## src/hw/rtl/saes_pkg.sv

```systemverilog
// Shared types, tables and round functions for the S-AES 16-bit cipher core.
// Used by saes_key_sched and simplified_aes_block_cipher_core; no dependencies.
package saes_pkg;

  localparam logic OP_ENCRYPT = 1'b0;
  localparam logic OP_DECRYPT = 1'b1;

  localparam logic [7:0] RC_ONE = 8'h80;
  localparam logic [7:0] RC_TWO = 8'h30;

  localparam logic [3:0] FWD_SBOX [16] = '{4'd9, 4'd4, 4'd10, 4'd11, 4'd13, 4'd1, 4'd8, 4'd5,
                                           4'd6, 4'd2, 4'd0, 4'd3, 4'd12, 4'd14, 4'd15, 4'd7};
  localparam logic [3:0] INV_SBOX [16] = '{4'd10, 4'd5, 4'd9, 4'd11, 4'd1, 4'd7, 4'd8, 4'd15,
                                           4'd6, 4'd0, 4'd2, 4'd3, 4'd12, 4'd4, 4'd13, 4'd14};
  // GF(16) mod x^4+x+1 constant multiplies
  localparam logic [3:0] GF_X2 [16] = '{4'd0, 4'd2, 4'd4, 4'd6, 4'd8, 4'd10, 4'd12, 4'd14,
                                        4'd3, 4'd1, 4'd7, 4'd5, 4'd11, 4'd9, 4'd15, 4'd13};
  localparam logic [3:0] GF_X4 [16] = '{4'd0, 4'd4, 4'd8, 4'd12, 4'd3, 4'd7, 4'd11, 4'd15,
                                        4'd6, 4'd2, 4'd14, 4'd10, 4'd5, 4'd1, 4'd13, 4'd9};
  localparam logic [3:0] GF_X9 [16] = '{4'd0, 4'd9, 4'd1, 4'd8, 4'd2, 4'd11, 4'd3, 4'd10,
                                        4'd4, 4'd13, 4'd5, 4'd12, 4'd6, 4'd15, 4'd7, 4'd14};

  typedef struct packed {
    logic [15:0] k0;
    logic [15:0] k1;
    logic [15:0] k2;
  } round_keys_t;

  function automatic logic [15:0] sub_fwd(input logic [15:0] v);
    return {FWD_SBOX[v[15:12]], FWD_SBOX[v[11:8]], FWD_SBOX[v[7:4]], FWD_SBOX[v[3:0]]};
  endfunction

  function automatic logic [15:0] sub_inv(input logic [15:0] v);
    return {INV_SBOX[v[15:12]], INV_SBOX[v[11:8]], INV_SBOX[v[7:4]], INV_SBOX[v[3:0]]};
  endfunction

  // swap n1 and n3
  function automatic logic [15:0] nib_row_swap(input logic [15:0] v);
    return {v[15:12], v[3:0], v[7:4], v[11:8]};
  endfunction

  function automatic logic [15:0] mix_fwd(input logic [15:0] v);
    return {v[15:12] ^ GF_X4[v[11:8]], GF_X4[v[15:12]] ^ v[11:8],
            v[7:4] ^ GF_X4[v[3:0]], GF_X4[v[7:4]] ^ v[3:0]};
  endfunction

  function automatic logic [15:0] mix_inv(input logic [15:0] v);
    return {GF_X9[v[15:12]] ^ GF_X2[v[11:8]], GF_X2[v[15:12]] ^ GF_X9[v[11:8]],
            GF_X9[v[7:4]] ^ GF_X2[v[3:0]], GF_X2[v[7:4]] ^ GF_X9[v[3:0]]};
  endfunction

  // SubNib(RotNib(w))
  function automatic logic [7:0] g_word(input logic [7:0] w);
    return {FWD_SBOX[w[3:0]], FWD_SBOX[w[7:4]]};
  endfunction

  function automatic round_keys_t expand_key(input logic [15:0] key);
    round_keys_t rk;
    logic [7:0] w2, w3, w4, w5;
    w2 = key[15:8] ^ RC_ONE ^ g_word(key[7:0]);
    w3 = w2 ^ key[7:0];
    w4 = w2 ^ RC_TWO ^ g_word(w3);
    w5 = w4 ^ w3;
    rk.k0 = key;
    rk.k1 = {w2, w3};
    rk.k2 = {w4, w5};
    return rk;
  endfunction

  function automatic logic [15:0] encrypt(input logic [15:0] blk, input round_keys_t rk);
    logic [15:0] s;
    s = blk ^ rk.k0;
    s = mix_fwd(nib_row_swap(sub_fwd(s))) ^ rk.k1;
    s = nib_row_swap(sub_fwd(s)) ^ rk.k2;
    return s;
  endfunction

  function automatic logic [15:0] decrypt(input logic [15:0] blk, input round_keys_t rk);
    logic [15:0] s;
    s = blk ^ rk.k2;
    s = sub_inv(nib_row_swap(s)) ^ rk.k1;
    s = mix_inv(s);
    s = sub_inv(nib_row_swap(s)) ^ rk.k0;
    return s;
  endfunction

endpackage

```

## src/hw/rtl/saes_key_sched.sv

```systemverilog
// Key register and registered round key expansion for the S-AES core.
// Depends on saes_pkg.
module saes_key_sched import saes_pkg::*; (
  input  logic        clk,
  input  logic        rst_n,
  input  logic        cfg_valid,
  input  logic [15:0] cfg_cipher_key,
  output round_keys_t round_keys
);

  round_keys_t rk_r, rk_nxt;

  // expansion is done once per key write, not per word
  always_comb begin
    rk_nxt = rk_r;
    if (cfg_valid) begin
      rk_nxt = expand_key(cfg_cipher_key);
    end
  end

  always_ff @(posedge clk) begin
    if (!rst_n) begin
      rk_r <= expand_key(16'h0000);
    end else begin
      rk_r <= rk_nxt;
    end
  end

  assign round_keys = rk_r;

`ifndef NO_ASSERTIONS
  a_rk_consistent: assert property (@(posedge clk) disable iff (!rst_n)
    rk_r == expand_key(rk_r.k0))
    else $error("round keys do not match key register");
  a_key_write: assert property (@(posedge clk) disable iff (!rst_n)
    cfg_valid |=> rk_r.k0 == $past(cfg_cipher_key))
    else $error("key write lost");
  a_key_hold: assert property (@(posedge clk) disable iff (!rst_n)
    !cfg_valid |=> $stable(rk_r))
    else $error("key changed without write");
`endif

endmodule

```

## src/hw/rtl/simplified_aes_block_cipher_core.sv

```systemverilog
// Top level of the S-AES 16-bit block cipher core.
// Depends on saes_pkg and saes_key_sched.
//
// Usage:
//   Input channel: drive in_opcode (0 encrypt, 1 decrypt) and in_data_block
//   with start high; the word is taken at a rising edge where busy is low.
//   busy is always low, so a word may be presented every cycle.
//   Result channel: out_valid is high for exactly one cycle with
//   out_result_block; the receiver cannot stall and must take it then.
//   Configuration: cfg_cipher_key is written when cfg_valid and cfg_ready are
//   high; cfg_ready is always high. Write only while no word is in flight.
//   The new key applies to words taken after the write.
// Timing:
//   A word passes through one input register, the full two-round cipher in
//   one combinational stage, and one result register.
//   Throughput is one word per cycle.
// Reset:
//   rst_n is synchronous, active low; it clears the pipeline valids and sets
//   the key to zero. No word is lost or invented across reset release.
module simplified_aes_block_cipher_core import saes_pkg::*; (
  input  logic        clk,
  input  logic        rst_n,
  input  logic        start,
  output logic        busy,
  input  logic        in_opcode,
  input  logic [15:0] in_data_block,
  output logic        out_valid,
  output logic [15:0] out_result_block,
  input  logic        cfg_valid,
  output logic        cfg_ready,
  input  logic [15:0] cfg_cipher_key
);

  round_keys_t rk;

  logic        in_vld_r;
  logic        op_r;
  logic [15:0] blk_r;
  logic        out_vld_r;
  logic [15:0] res_r, res_nxt;

  assign busy      = 1'b0;
  assign cfg_ready = 1'b1;

  saes_key_sched u_key_sched (
    .clk           (clk),
    .rst_n         (rst_n),
    .cfg_valid     (cfg_valid & cfg_ready),
    .cfg_cipher_key(cfg_cipher_key),
    .round_keys    (rk)
  );

  always_comb begin
    case (op_r)
      OP_ENCRYPT: res_nxt = encrypt(blk_r, rk);
      OP_DECRYPT: res_nxt = decrypt(blk_r, rk);
      default:    res_nxt = encrypt(blk_r, rk);
    endcase
  end

  always_ff @(posedge clk) begin
    if (!rst_n) begin
      in_vld_r  <= 1'b0;
      out_vld_r <= 1'b0;
    end else begin
      in_vld_r  <= start & ~busy;
      out_vld_r <= in_vld_r;
    end
  end

  always_ff @(posedge clk) begin
    if (start & ~busy) begin
      op_r  <= in_opcode;
      blk_r <= in_data_block;
    end
    res_r <= res_nxt;
  end

  assign out_valid        = out_vld_r;
  assign out_result_block = res_r;

`ifndef NO_ASSERTIONS
  a_issue: assert property (@(posedge clk) disable iff (!rst_n)
    in_vld_r |=> out_vld_r)
    else $error("accepted word produced no result");
  a_no_spurious: assert property (@(posedge clk) disable iff (!rst_n)
    !in_vld_r |=> !out_vld_r)
    else $error("result strobe without accepted word");
  a_enc_roundtrip: assert property (@(posedge clk) disable iff (!rst_n)
    (in_vld_r && op_r == OP_ENCRYPT) |=> decrypt(res_r, $past(rk)) == $past(blk_r))
    else $error("encrypt result does not decrypt back");
  a_dec_roundtrip: assert property (@(posedge clk) disable iff (!rst_n)
    (in_vld_r && op_r == OP_DECRYPT) |=> encrypt(res_r, $past(rk)) == $past(blk_r))
    else $error("decrypt result does not encrypt back");
`endif

endmodule
```

## config.mk

```make
export PLATFORM = sky130hd
export DESIGN_NAME = simplified_aes_block_cipher_core
export DESIGN_NICKNAME = d
export VERILOG_FILES = /design/src/hw/rtl/saes_pkg.sv /design/src/hw/rtl/saes_key_sched.sv /design/src/hw/rtl/simplified_aes_block_cipher_core.sv
export SDC_FILE = /design/constraint.sdc
export NUM_CORES = 1
export LEC_CHECK = 0
export CORE_MARGIN = 5
export CORE_UTILIZATION = 50
export CTS_CLUSTER_DIAMETER = 40
export DETAILED_ROUTE_END_ITERATION = 16
export DONT_BUFFER_PORTS = 1
export HOLD_SLACK_MARGIN = 0.08
export PLACE_DENSITY = 0.64
export SLEW_MARGIN = 5
export SYNTH_ARGS = -nofsm -noshare
export SYNTH_HDL_FRONTEND = slang
export SYNTH_SLANG_ARGS = --single-unit
```

## constraint.sdc

```tcl
create_clock -name clk -period 4.68 [get_ports clk]
set_input_delay 1.17 -clock clk [delete_from_list [all_inputs] [get_ports clk]]
set_output_delay 1.17 -clock clk [all_outputs]
set_load 0.005 [all_outputs]
```

==> impl_metrics.yaml, run 1 <==
cts:
  h-tree-depth: 3
  cts_sinks: 83
  cts_made_buffers: 9
  clk_pin_slew_worst_paths_ns: 0.06
  cts_root_buffer: "clkbuf_16"
  postCtsResizedCells: 0
  insertion_delay_ns: 0.35
  hold_buffers: 0
  cts_setup_buffers: 0
  cts_tree: "done"
  clock_path_buffers: 2
timing:
  tns_ns: 0
  finalCriticalPeriod_ns: 4.28
  hold_viol_final: 0
  skew_ns: 0.00340
  finalSetupViolCount: 0
  fin_crit_sh: 0.914
  maxSlewViolCount: 0
  worst_slew_pin_slew_ns: 0.899
  relSlewSlack: 0.396
  fmax_mhz: 234
  rsz0062_at_grt: "no"
  setup_slack_ns: 0.403
grt:
  antenna_found_initial: 0
  grt_pass1_wl_um: 29400
  grt_pass1_vias: 5442
  grt_usage: 0.190
  grtUsageMet1: 0.279
  overflow: 0
  use_met3: 0.0476
  grt_use_met2: 0.283
  busiest_layer: "met2"
  grt_max_degree: 63
yosys:
  synth_nets: 1019
  synthArstFlopShare: 0
  syn_inst: 850
  synth-seq-cells: 83
  synth_area_leaders: "ha_1 20%, dfxtp_1 16%, mux2i_1 9.4%, xnor2_1 7.2%, xor2_1 6.6%"
  synth_most_common_cell: "ha_1"
  synthFlopType: "dfxtp_1"
  synth_enable_flop_cells: 17
  ys_types: 63
  synthesis.area_um2: 8290
  yosysWarnings: 0
  synth.top_cell.area_share: 0.199
  ys_seq_area_frac: 0.221
  synth_commonest_cells: "132 x ha_1, 78 x mux2i_1, 70 x inv_1, 68 x xnor2_1, 66 x dfxtp_1"
  synth_top_area_cell: "ha_1"
  avgSynthCellArea_um2: 9.75
layout:
  fin_util: 0.537
  area_growth_pct: 6.29
  antenna_cells: 0
  fin_nets: 1013
  layout.cells.non_filler: 1069
  fillers: 1463
  register_area_um2: 1830
  multi_input_area_um2: 6090
  drive_gt1_frac: 0.104
setup_path:
  critPathCaptureType: "flip-flop"
  worst-path-buf-inv: 3
  required_ns: 4.90
  start_kind: "flip-flop"
  crit_fanout: 7
  critical-path-max-stage-delay_ns: 0.51
  arrival_ns: 4.50
  cp_cell_sequence: "xnor2_1 > inv_1 > ha_1 > and3_1 > or4_1 > a211o_1 > nand3_1 > nor2b_1 > inv_1 > ha_1 > inv_1 > or3_1 > o311ai_1 > xor2_1 > mux2i_1"
  cp_slowest_cell: "or4_1"
  cp_top_family: "simple AND/OR/NAND/NOR gates"
  worstSetupPathType: "reg -> reg"
  path_common_cell: "inv_1"
place:
  dpl.cell_count: 1053
  port_buffers: 0
  dp_hpwl_um: 14300
  pre_cts_ws_ns: 0.461
  gp_congestion: 0.858
die:
  initial_core_util: 0.505
  dieArea_um2: 19300
  die_h_um: 139
  die_x_um: 139
  io_pins: 56
  rows: 47
  core_um2: 16400
routing:
  drc: 0
  routed_wl_um: 18300
  first_iter_violations: 394
  route.vias.total: 5642
  dr.pass1.iters: 5
  wl_per_cell_um: 17.2
  viasPerCell: 5.28
  drtAntennaViolNets: 0
power_and_ir_drop:
  power.total_mw: 5.91
  power.density_nw_per_um2: 670
  p_leak_nw: 4.04
  irDropWorstVdd_uv: 314
run:
  cap_violations: 0
outcome:
  status: "finished clean"
min_path:
  hold_path.class: "reg -> reg"
[layer usage]
layer,share of wire,vias up,wire length [µm]
li1,-,2877,-
met1,0.51,2610,9300
met2,0.42,137,7690
met3,0.062,18,1130
met4,0.013,0,230
met5,0,-,0
[cell families after synthesis]
group | after synthesis | synth area share
mux | 109 | 0.163
simple gates | 175 | 0.102
compound gates | 101 | 0.0821
xor+xnor | 154 | 0.187
fa+ha+maj | 132 | 0.199
buf+inv | 94 | 0.0442
other cells | 2 | 0.000906
flops | 83 | 0.221
[final timing paths]
path,end,slack [ns],cells after the start,startpoint
setup / recovery,out_result_block[9],0.40,15,blk_r[9]
hold / removal,out_valid,0.44,1,in_vld_r
setup reg to reg,out_result_block[9],0.40,15,blk_r[9]
hold reg to reg,out_valid,0.44,1,in_vld_r
[worst register-to-register path, cell delays in order (launching register included)]
cell and delay, ns:
edfxtp_1 0.45, xnor2_1 0.40, inv_1 0.17, ha_1 0.29
and3_1 0.15, or4_1 0.51, a211o_1 0.38, nand3_1 0.13
nor2b_1 0.43, inv_1 0.16, ha_1 0.30, inv_1 0.03
or3_1 0.36, o311ai_1 0.13, xor2_1 0.17, mux2i_1 0.09
[area by class of cell]
cell class              instances  area share
flip-flops and latches         83       0.208
repair buffers                  5     0.00426
inverters                      72      0.0307
clock buffers                  11      0.0275
clock inverters                 5     0.00710
multi-input cells             673       0.691
well taps                     220      0.0312
[placed cells by master, fill, tap and decap left out, types with 3 or more instances in the layout]
master	Yosys	routed
nor3_1	25	25
o22ai_1	5	5
a211o_1	3	3
xnor2_1	68	68
mux2i_1	78	78
and3_1	10	10
a22oi_1	5	5
nor2_1	55	55
dfxtp_1	66	66
xnor2_2	12	12
mux4_2	20	20
mux2_2	11	11
nor3b_1	3	3
nand3b_1	6	6
or3_1	6	6
nand3_1	5	5
ha_1	132	132
xor2_2	10	10
o211a_1	3	3
o31ai_1	6	6
a211oi_1	9	9
xor2_1	62	62
and2_1	8	8
clkbuf_16	0	9
edfxtp_1	17	17
o21ai_0	22	22
buf_4	3	5
o21a_1	4	4
a31oi_1	6	6
nand2_1	40	40
a21o_1	3	3
a21oi_1	18	18
inv_1	70	70
[sequential cells by signal, indices dropped and copies added (netlist names)]
signal	count
u_key_sched.round_keys	48
out_result_block	16
out_valid	1
in_vld_r	1
blk_r	16
op_r	1
[where the power goes]
part	leakage (nW)	internal (mW)	switching, mW
Clock	0.142	0.430	0.307
Sequential	0.715	0.888	0.131
Combinational	3.18	1.86	2.29
[stage by stage]
step | hold WS [ns] | area, µm²
2_1_floorplan | 0.406 | 8290
3_3_place_gp | 0.425 | 8510
3_5_place_dp | 0.421 | 8510
4_1_cts | 0.440 | 8810
5_1_grt | 0.454 | 8810
6_report | 0.435 | 8810
Power figures use the tool's default switching activity.
==> inputs of run 2 (changes only) <==
BUFFER_PORTS_ARGS = -buffer_cell sky130_fd_sc_hd__buf_2   (was default)
DONT_BUFFER_PORTS = default   (was 1)
PLACE_DENSITY = 0.67   (was 0.64)
==> impl_metrics.yaml, run 2 (synthesis results as in run 1) <==
outcome:
  status: "finished clean"
timing:
  relSlewSlack: 0.384
  maxSlewViolCount: 0
  hold_viol_final: 0
  skew_ns: 0.00612
  worst_slew_pin_slew_ns: 0.925
  finalCriticalPeriod_ns: 4.19
  rsz0062_at_grt: "no"
  fin_crit_sh: 0.895
  finalSetupViolCount: 0
  tns_ns: 0
  fmax_mhz: 239
grt:
  antenna_found_initial: 0
  overflow: 0
  grt_usage: 0.187
  grt_pass1_vias: 5512
  grt_max_degree: 41
  grt_pass1_wl_um: 29400
setup_path:
  cp.depth: 13
  reg2reg_slack_ns: 0.49
  critPathCaptureType: "flip-flop"
  required_ns: 4.95
  rr_startpoint: "blk_r[13]"
  crit_fanout: 7
  cp_cell_sequence: "xor2_1 > inv_1 > ha_1 > mux4_2 > xnor2_4 > xor2_2 > xnor2_1 > inv_1 > ha_1 > nor4_1 > a211oi_1 > xor2_1 > mux2i_1"
  start_kind: "flip-flop"
  worst-path-buf-inv: 2
  r2r.worst_path.cells: 13
  cp_top_family: "XOR/XNOR gates"
  cp_slowest_cell: "mux4_2"
  arrival_ns: 4.46
  critical-path-max-stage-delay_ns: 0.52
  worstSetupPathType: "reg -> reg"
  rr_endpoint: "out_result_block[3]"
die:
  io_pins: 56
  die_x_um: 139
  die_h_um: 139
  initial_core_util: 0.505
  rows: 47
  core_um2: 16400
  dieArea_um2: 19300
routing:
  dr.pass1.iters: 5
  routed_wl_um: 18200
  drtAntennaViolNets: 0
  viasPerCell: 5.16
  route.vias.total: 5826
  drc: 0
  first_iter_violations: 408
  wl_per_cell_um: 16.1
cts:
  hold_buffers: 0
  cts_tree: "done"
  clk_pin_slew_worst_paths_ns: 0.06
  insertion_delay_ns: 0.35
  cts_made_buffers: 9
  cts_root_buffer: "clkbuf_16"
  cts_sinks: 83
  cts_setup_buffers: 0
  h-tree-depth: 3
  postCtsResizedCells: 0
  clock_path_buffers: 2
layout:
  layout_commonest_cell: "ha_1"
  drive_gt1_frac: 0.161
  fin_nets: 1072
  largest_reg_flops: 48
  area_growth_pct: 9.63
  fin_util: 0.554
  antenna_cells: 0
  final_cell_mix: "132 x ha_1, 78 x mux2i_1, 70 x inv_1, 68 x xnor2_1, 66 x dfxtp_1"
power_and_ir_drop:
  irDropWorstVdd_uv: 295
  power.density_nw_per_um2: 655
  power.total_mw: 5.96
  p_leak_nw: 4.27
run:
  cap_violations: 0
place:
  dp_hpwl_um: 14300
  port_buffers: 53
  gp_congestion: 0.884
min_path:
  hp-start: "in_vld_r"
  hold_path.class: "reg -> reg"
  hold_end: "out_valid"
  hold_depth: 1
==> run 2: changes by cell type in the layout (fill, tap and decap cells not counted) <==
cell       change
buf_2         +53
buf_4          +6
clkinv_1       +1
bufinv_16      -1
clkinv_2       +2
clkinv_4       -2
==> run 2: report_power, final <==
part	internal (mW)	switching (mW)
clock	0.370	0.294
combinational	1.92	2.38
sequential	0.886	0.105
total	3.18	2.77
==> run 2: layout make-up <==
class | instances | area, µm²
Sequential cell | 83 | 1830
Tap cell | 220 | 275
Clock buffer | 11 | 243
Multi-Input combinational cell | 673 | 6090
Clock inverter | 5 | 28.8
Fill cell | 1462 | 7320
Timing Repair Buffer | 64 | 348
Inverter | 72 | 270
==> run 2: how the worst max path moves through the flow <==
stage,start,end,slack (ns)
6_report,blk_r[13],out_result_block[3],0.49
5_1_grt,blk_r[8],out_result_block[4],0.15
4_1_cts,blk_r[8],out_result_block[4],0.51
3_5_place_dp,cfg_cipher_key[5],u_key_sched.round_keys[4],0.34
3_3_place_gp,cfg_cipher_key[4],u_key_sched.round_keys[14],0.32
2_1_floorplan,cfg_cipher_key[3],u_key_sched.round_keys[8],0.78
==> run 2: metal layers <==
layer	vias up	routed length [µm]	global-route usage
met5	-	0	0
met3	15	750	0.0331
met4	0	170	0.0319
met2	110	7800	0.286
li1	3003	-	-
met1	2698	9450	0.282
==> run 2: per-stage QoR <==
stage	instance area [µm²]	worst slack, ns	std cells	hold slack (ns)
after floorplan	8290	0.782	850	0.406
after global placement	8820	0.325	1112	0.418
after detailed placement	8820	0.340	1112	0.421
after CTS	9090	0.508	1128	0.436
after global routing	9090	0.151	1128	0.451
final	9090	0.494	1128	0.431
==> inputs of run 3 (changes only) <==
BUFFER_PORTS_ARGS = default   (was -buffer_cell sky130_fd_sc_hd__buf_2)
CORE_UTILIZATION = 45   (was 50)
DONT_BUFFER_PORTS = 1   (was default)
PLACE_DENSITY = 0.59   (was 0.67)
SYNTH_HIERARCHICAL = 1   (was default)
==> impl_metrics.yaml, run 3 <==
outcome:
  status: "finished clean"
setup_path:
  start_kind: "flip-flop"
  arrival_ns: 4.36
  rr_startpoint: "u_key_sched/round_keys[8]"
  required_ns: 4.91
  worstSetupPathType: "reg -> reg"
  crit_fanout: 9
  r2r.worst_path.cells: 13
  reg2reg_slack_ns: 0.56
  rr_endpoint: "out_result_block[4]"
  critPathCaptureType: "flip-flop"
timing:
  finalCriticalPeriod_ns: 4.12
  hold_viol_final: 0
  relSlewSlack: 0.432
  fmax_mhz: 243
  tns_ns: 0
  finalSetupViolCount: 0
  rsz0062_at_grt: "no"
  worst_slew_pin_slew_ns: 0.846
  skew_ns: 0.00598
  fin_crit_sh: 0.881
  maxSlewViolCount: 0
yosys:
  synth_area_leaders: "ha_1 18%, dfxtp_1 15%, xnor2_1 7.9%, mux2i_1 7.7%, edfxtp_1 5.8%"
  syn_inst: 908
  synth_enable_flop_cells: 17
  synth_most_common_cell: "ha_1"
  synth-seq-cells: 83
  ys_seq_area_frac: 0.207
  synthesis.area_um2: 8850
  synthFlopType: "dfxtp_1"
  synth_nets: 1069
  avgSynthCellArea_um2: 9.74
  yosysWarnings: 6
  ys_types: 85
  synth.top_cell.area_share: 0.175
  synth_commonest_cells: "124 x ha_1, 80 x xnor2_1, 68 x inv_1, 68 x mux2i_1, 66 x dfxtp_1"
  synthArstFlopShare: 0
  synth_top_area_cell: "ha_1"
min_path:
  hold_depth: 1
  hold_path.class: "reg -> reg"
  hold_end: "out_valid"
  hp-start: "in_vld_r"
grt:
  grt_pass1_wl_um: 32100
  grt_pass1_vias: 5779
  grt_usage: 0.184
  antenna_found_initial: 1
  grt_max_degree: 61
  overflow: 0
layout:
  fillers: 1889
  drive_gt1_frac: 0.125
  final_area_um2: 9370
  fin_nets: 1062
  area_growth_pct: 5.87
  largest_reg_flops: 48
  layout_commonest_cell: "ha_1"
  final_cell_mix: "124 x ha_1, 80 x xnor2_1, 68 x inv_1, 68 x mux2i_1, 66 x dfxtp_1"
run:
  cap_violations: 0
routing:
  wl_per_cell_um: 17.3
  routed_wl_um: 20300
  viasPerCell: 5.18
  dr.pass1.iters: 5
  route.vias.total: 6072
  drtAntennaViolNets: 0
  first_iter_violations: 274
  drc: 0
die:
  dieArea_um2: 22600
  rows: 51
  die_h_um: 150
  core_um2: 19400
  initial_core_util: 0.456
  die_x_um: 150
  io_pins: 56
place:
  dp_hpwl_um: 16000
  port_buffers: 0
  post_dp_cell_area_um2: 9080
  gp_congestion: 0.808
power_and_ir_drop:
  irDropWorstVdd_uv: 260
  power.density_nw_per_um2: 680
  p_leak_nw: 4.01
  power.total_mw: 6.37
cts:
  insertion_delay_ns: 0.35
  hold_buffers: 0
  h-tree-depth: 3
  cts_sinks: 83
  clock_path_buffers: 2
  cts_made_buffers: 9
  clk_pin_slew_worst_paths_ns: 0.07
  cts_setup_buffers: 0
  cts_tree: "done"
  cts_root_buffer: "clkbuf_16"
  postCtsResizedCells: 0
run 3: metrics by stage:
step / instances / utilization / hold slack, ns / setup slack, ns
2_1_floorplan: 908 / - / 0.406 / 0.896
3_5_place_dp: 1155 / 0.468 / 0.423 / 0.521
3_3_place_gp: 1155 / 0.468 / 0.410 / 0.558
6_report: 1172 / 0.483 / 0.431 / 0.558
5_1_grt: 1172 / 0.483 / 0.451 / 0.157
4_1_cts: 1171 / 0.483 / 0.436 / 0.521
run 3: cell families (layout without fill, tap and decap cells):
logic type,count (synthesis),in the layout,share of synthesized area
xor+xnor,175,175,0.224
mux,91,91,0.126
other cells,2,3,0.000849
compound gates,124,124,0.104
buf+inv,99,97,0.0484
flops,83,83,0.207
simple gates,209,209,0.112
fa+ha+maj,125,125,0.177
run 3: worst max path at each step:
stage	from	endpoint	slack, ns	cells after the start
CTS	u_key_sched/round_keys[8]	out_result_block[4]	0.52	13
floorplan	cfg_cipher_key[1]	u_key_sched/round_keys[8]	0.90	12
detailed placement	u_key_sched/round_keys[8]	out_result_block[4]	0.52	13
global route	u_key_sched/round_keys[0]	out_result_block[0]	0.16	14
finish	u_key_sched/round_keys[8]	out_result_block[4]	0.56	13
global placement	u_key_sched/round_keys[8]	out_result_block[4]	0.56	13
run 3: worst max-delay path, stage by stage (launching register included):
cell and delay, ns:
dfxtp_1 0.42, xor2_1 0.43, inv_1 0.18, ha_1 0.25, mux4_2 0.53, xnor2_4 0.28, xor2_4 0.19, xnor2_1 0.51
inv_1 0.19, ha_1 0.23, mux4_1 0.51, xnor2_1 0.14, nand2_1 0.07, o21ai_1 0.07
run 3: area by class of cell:
type | count | area [µm²] | area share
multi-input combinational | 726 | 6590 | 0.703
sequential | 83 | 1830 | 0.196
tap | 265 | 332 | 0.0354
inverter | 75 | 282 | 0.0301
clock buffer | 9 | 225 | 0.0240
clock inverter | 7 | 61.3 | 0.00655
timing repair buffer | 6 | 45.0 | 0.00481
antenna | 1 | 2.50 | 0.000267
run 3: where the power goes:
| part | leakage [nW] | switching [mW] | internal, mW |
|---|---|---|---|
| sequential | 0.715 | 0.140 | 0.884 |
| combinational | 3.16 | 2.57 | 2.06 |
| clock | 0.134 | 0.342 | 0.369 |
run 3: per-layer routing:
| metal | up-vias | global-route usage | share of wire |
|---|---|---|---|
| li1 | 3081 | - | - |
| met1 | 2855 | 0.272 | 0.52 |
| met2 | 115 | 0.271 | 0.42 |
| met3 | 21 | 0.0436 | 0.044 |
| met4 | 0 | 0.0462 | 0.018 |
| met5 | - | 0 | 0 |
